File: config.mk
export PLATFORM = sky130hd
export DESIGN_NAME = sibk_cell
export DESIGN_NICKNAME = d
export VERILOG_FILES = /design/src/design/sibk_pkg.sv /design/src/design/sibk_cell.sv
export SDC_FILE = /design/constraint.sdc
export NUM_CORES = 1
export LEC_CHECK = 0
export BUFFER_PORTS_ARGS = -buffer_cell sky130_fd_sc_hd__buf_2
export CORE_ASPECT_RATIO = 0.8
export CORE_MARGIN = 3
export CORE_UTILIZATION = 40
export CTS_CLUSTER_DIAMETER = 200
export DETAILED_ROUTE_END_ITERATION = 6
export PLACE_DENSITY = 0.77
export SYNTH_ARGS = -nofsm -noshare
export SYNTH_HDL_FRONTEND = slang
export SYNTH_SLANG_ARGS = --single-unit
File: constraint.sdc
create_clock -name clk -period 6.7 [get_ports clk]
set_clock_uncertainty 0.2 [all_clocks]
set_input_delay 0.335 -clock clk [delete_from_list [all_inputs] [get_ports clk]]
set_output_delay 0.335 -clock clk [all_outputs]
set_load 0.05 [all_outputs]
File: src/design/sibk_pkg.sv
`default_nettype none
// ----------------------------------------------------------------------------
// sibk_pkg
// types shared by the insertion sort cell row and its top level
// ----------------------------------------------------------------------------
package sibk_pkg;

	localparam int ID_W  = 16;
	localparam int KEY_W = 32;

	typedef struct packed {
		logic [ID_W-1:0]  id;
		logic [KEY_W-1:0] key;
	} entry_t;

	typedef struct packed {
		logic ins;
		logic drain;
		logic prev_take;
	} cell_ctl_t;

endpackage

`default_nettype wire

File: src/design/sibk_cell.sv
`default_nettype none
// ----------------------------------------------------------------------------
// sibk_cell
// one slot of the sorted row: takes the new entry, its left neighbor's entry
// on insert, or its right neighbor's entry while the row drains
// ----------------------------------------------------------------------------
module sibk_cell (
	input  wire                       clk,
	input  wire                       arst_n,
	input  wire sibk_pkg::cell_ctl_t  ctl,
	input  wire sibk_pkg::entry_t     new_data,
	input  wire sibk_pkg::entry_t     left_data,
	input  wire                       left_valid,
	input  wire sibk_pkg::entry_t     right_data,
	input  wire                       right_valid,
	output sibk_pkg::entry_t          data,
	output logic                      valid,
	output logic                      take
);

	sibk_pkg::entry_t data_q;
	logic             valid_q;
	sibk_pkg::entry_t nxt_data;
	logic             nxt_valid;

	always_comb begin
		take = !valid_q || ($signed(data_q.key) > $signed(new_data.key));
	end

	always_comb begin
		nxt_data  = data_q;
		nxt_valid = valid_q;
		if (ctl.ins) begin
			if (ctl.prev_take) begin
				nxt_data  = left_data;
				nxt_valid = left_valid;
			end else if (take) begin
				nxt_data  = new_data;
				nxt_valid = 1'b1;
			end
		end else if (ctl.drain) begin
			nxt_data  = right_data;
			nxt_valid = right_valid;
		end
	end

	always_ff @(posedge clk or negedge arst_n) begin
		if (!arst_n) begin
			valid_q <= 1'b0;
		end else begin
			valid_q <= nxt_valid;
		end
	end

	always_ff @(posedge clk) begin
		data_q <= nxt_data;
	end

	assign data  = data_q;
	assign valid = valid_q;

endmodule

`default_nettype wire

==> impl_metrics.tcl <==
set metrics [dict create \
    syn_to_final_growth_pct 35.9 \
    cts_made_buffers 5 \
    clkTransAtPathRegs_ns 0.09 \
    cpLargestDelayFamily "compound AO/OA/AOI/OAI gates" \
    cts_root_buf "clkbuf_8" \
    synth_top_family_by_area "multiplexers" \
    io_buffers 200 \
    setup_viol 0 \
    ys_seq_area_share_pct 44.2 \
    max_stage_delay_ns 0.56 \
    die_y_um 87.5 \
    yosys_warnings 0 \
    synth_edf_count 48 \
    dp_hpwl_mm 7.26 \
    crit_fanout 32 \
    num_antenna_cells 0 \
    final.min_clock_period_ns 3.35 \
    dp_cells 629 \
    vias_per_cell 4.92 \
    cts_sinks 49 \
    switchingPower_uw 353 \
    synth-simple-area-share_pct 10.0 \
    fin_cells 638 \
    intPower_uw 568 \
    drc 0 \
    syn_area_per_cell_um2 9.90 \
    p_sw_share_pct 38.3 \
    slew-limit-headroom_pct 40.4 \
    synth_area_leaders "edfxtp_1, mux2i_1, ha_1" \
    maxCapViolations 0 \
    crit_type "register to register" \
    yosysTopAreaCell "edfxtp_1" \
    async_flop_share_pct 2.04 \
    worstPathArrival_ns 3.10 \
    pin_count 201 \
    power.density_nw_per_um2 204 \
    synthDominantCellAreaShare_pct 43.5 \
    coreArea_um2 7980 \
    fin_crit_sh_pct 50.0 \
    wire_per_inst_um 14.2 \
    muxShareOfSynthArea_pct 14.8 \
    setup_ws_ns 3.35 \
    ant_nets 0 \
    final_layout_size_suffix_gt1_share_pct 40.8 \
    power_frac_comb_pct 38.4 \
    synth_common_cells "a21oi_1, nor2_1, edfxtp_1, mux2i_1, inv_1" \
    cp_num_buf_inv 1 \
    firstDrtPassIters 5 \
    end_kind "register" \
    cp.required_ns 6.45 \
    core.rowCount 29 \
    clock_path_buffers 2 \
    grt_first_pass_wirelength_mm 13.7 \
    insertion_delay_ns 0.29 \
    fmax_mhz 298 \
    synth_flop_cell "edfxtp_1" \
    die_w_um 108 \
    final_max_slew_viol_count 0 \
    outcome "complete, no violations" \
    p_leak_uw 0.00229 \
    cts_tree "yes" \
    synthDistinctLibCells 31 \
    post-place-ws_ns 3.25 \
    synthCells 335 \
    antenna_found_initial 0 \
    peakVddDrop_v 0.0000977 \
    clkPwrFrac_pct 18.4 \
    final-hold-violation-count 0 \
    rsz0062_at_grt "false" \
    gp_congestion 0.799 \
    synthAdderAreaFrac_pct 12.1 \
    crit_slowest_cell "nor4_1" \
    syn_area_um2 3320 \
    seqPwrFrac_pct 43.1 \
    grt_max_degree 101 \
    start_util_pct 41.6 \
    crit_chain "ha_1 > nand4_1 > nor4_1 > o31a_1 > o41ai_2 > a21oi_4 > buf_4" \
    r2r_slack_ns 3.35 \
    die_area_um2 9430 \
    hp-class "input port to register" \
    synth_seq_cells 49 \
    first_global_vias 3019 \
    track_usage_pct 18.3 \
    cts.htree.levels 2 \
    gr-total-overflow 0 \
    dr.first_iter.drc_count 66 \
    wl_mm 9.05 \
    synth_xor_area_share_pct 0 \
    worstSetupStartpointType "register" \
    tightest_slew_ns 0.894 \
    nets 712 \
    synth_compound_area_share_pct 13.1 \
    syn_nets 518 \
    yosysMostFrequentCell "a21oi_1" \
    tns_ns 0 \
    vias 3141 \
]
cells by family (layout without fill, tap and decap cells):
group	count (synthesis)	after routing
compound gates	77	77
fa+ha+maj	32	32
buf+inv	50	245
flops	49	49
mux	49	49
simple gates	78	78
path summary, 6_finish.rpt:
| path | start | end | cells after the start |
|---|---|---|---|
| setup / recovery | data[23]$_DFFE_PP_ | data[38]$_DFFE_PP_ | 7 |
| hold / removal | left_valid | valid$_DFFE_PN0P_ | 2 |
| setup reg to reg | data[23]$_DFFE_PP_ | data[38]$_DFFE_PP_ | 7 |
| hold reg to reg | valid$_DFFE_PN0P_ | valid$_DFFE_PN0P_ | 2 |
| max in group asynchronous | arst_n | valid$_DFFE_PN0P_ | 2 |
| min in group asynchronous | arst_n | valid$_DFFE_PN0P_ | 2 |
registers in the layout (all words and copies together) (netlist names):
signal,cells
data,48
valid,1
power groups by stage:
| stage | combinational, uW | sequential, uW | clock, uW |
|---|---|---|---|
| 6_report | 354 | 397 | 170 |
| 5_1_grt | 385 | 402 | 190 |
| 4_1_cts | 357 | 398 | 176 |
| 3_5_place_dp | 355 | 404 | 0 |
| 3_3_place_gp | 347 | 403 | 0 |
| 2_1_floorplan | 121 | 526 | 0 |
through the flow:
stage	hold slack, ns	power, uW	cell area (um^2)	utilization (%)
final	0.0865	921	4510	56.5
after global routing	0.0807	976	4510	56.5
after detailed placement	-0.0834	760	4420	55.3
after floorplan	-0.161	647	3320	-
after CTS	0.0718	931	4510	56.5
after global placement	-0.0870	750	4420	55.3
area by class of cell:
class / count / area (um^2)
multi-input combinational: 236 / 1670
tap: 108 / 135
inverter: 33 / 124
timing repair buffer: 204 / 1030
clock buffer: 6 / 72.6
fill: 738 / 3470
clock inverter: 2 / 10.0
sequential: 49 / 1470
layer usage:
metal | up-vias | share of wire [%] | global-route usage (%)
li1 | 1597 | - | -
met1 | 1398 | 40 | 21.4
met2 | 140 | 49 | 32.8
met3 | 6 | 10 | 5.93
met4 | 0 | 0.51 | 4.01
met5 | - | 0 | 0
timing repair:
item,4_1_cts,5_1_grt
setup buffers,0,0
hold buffers,1,0
resized for setup,0,0
hold endpoints to repair,1,0
setup endpoints to repair,0,0
layout by cell type, fill, tap and decap left out, drive strengths merged, types with 2 or more instances in the layout:
cell	n
buf	203
a21oi	62
nor2	53
mux2i	48
edfxtp	48
inv	33
ha	32
nand4	8
nand2	7
clkbuf	6
o21ai	4
nand3	3
nor3	2
o211ai	2
nor4	2
or2	2
clkinv	2
(Power assumes the default switching activity.)
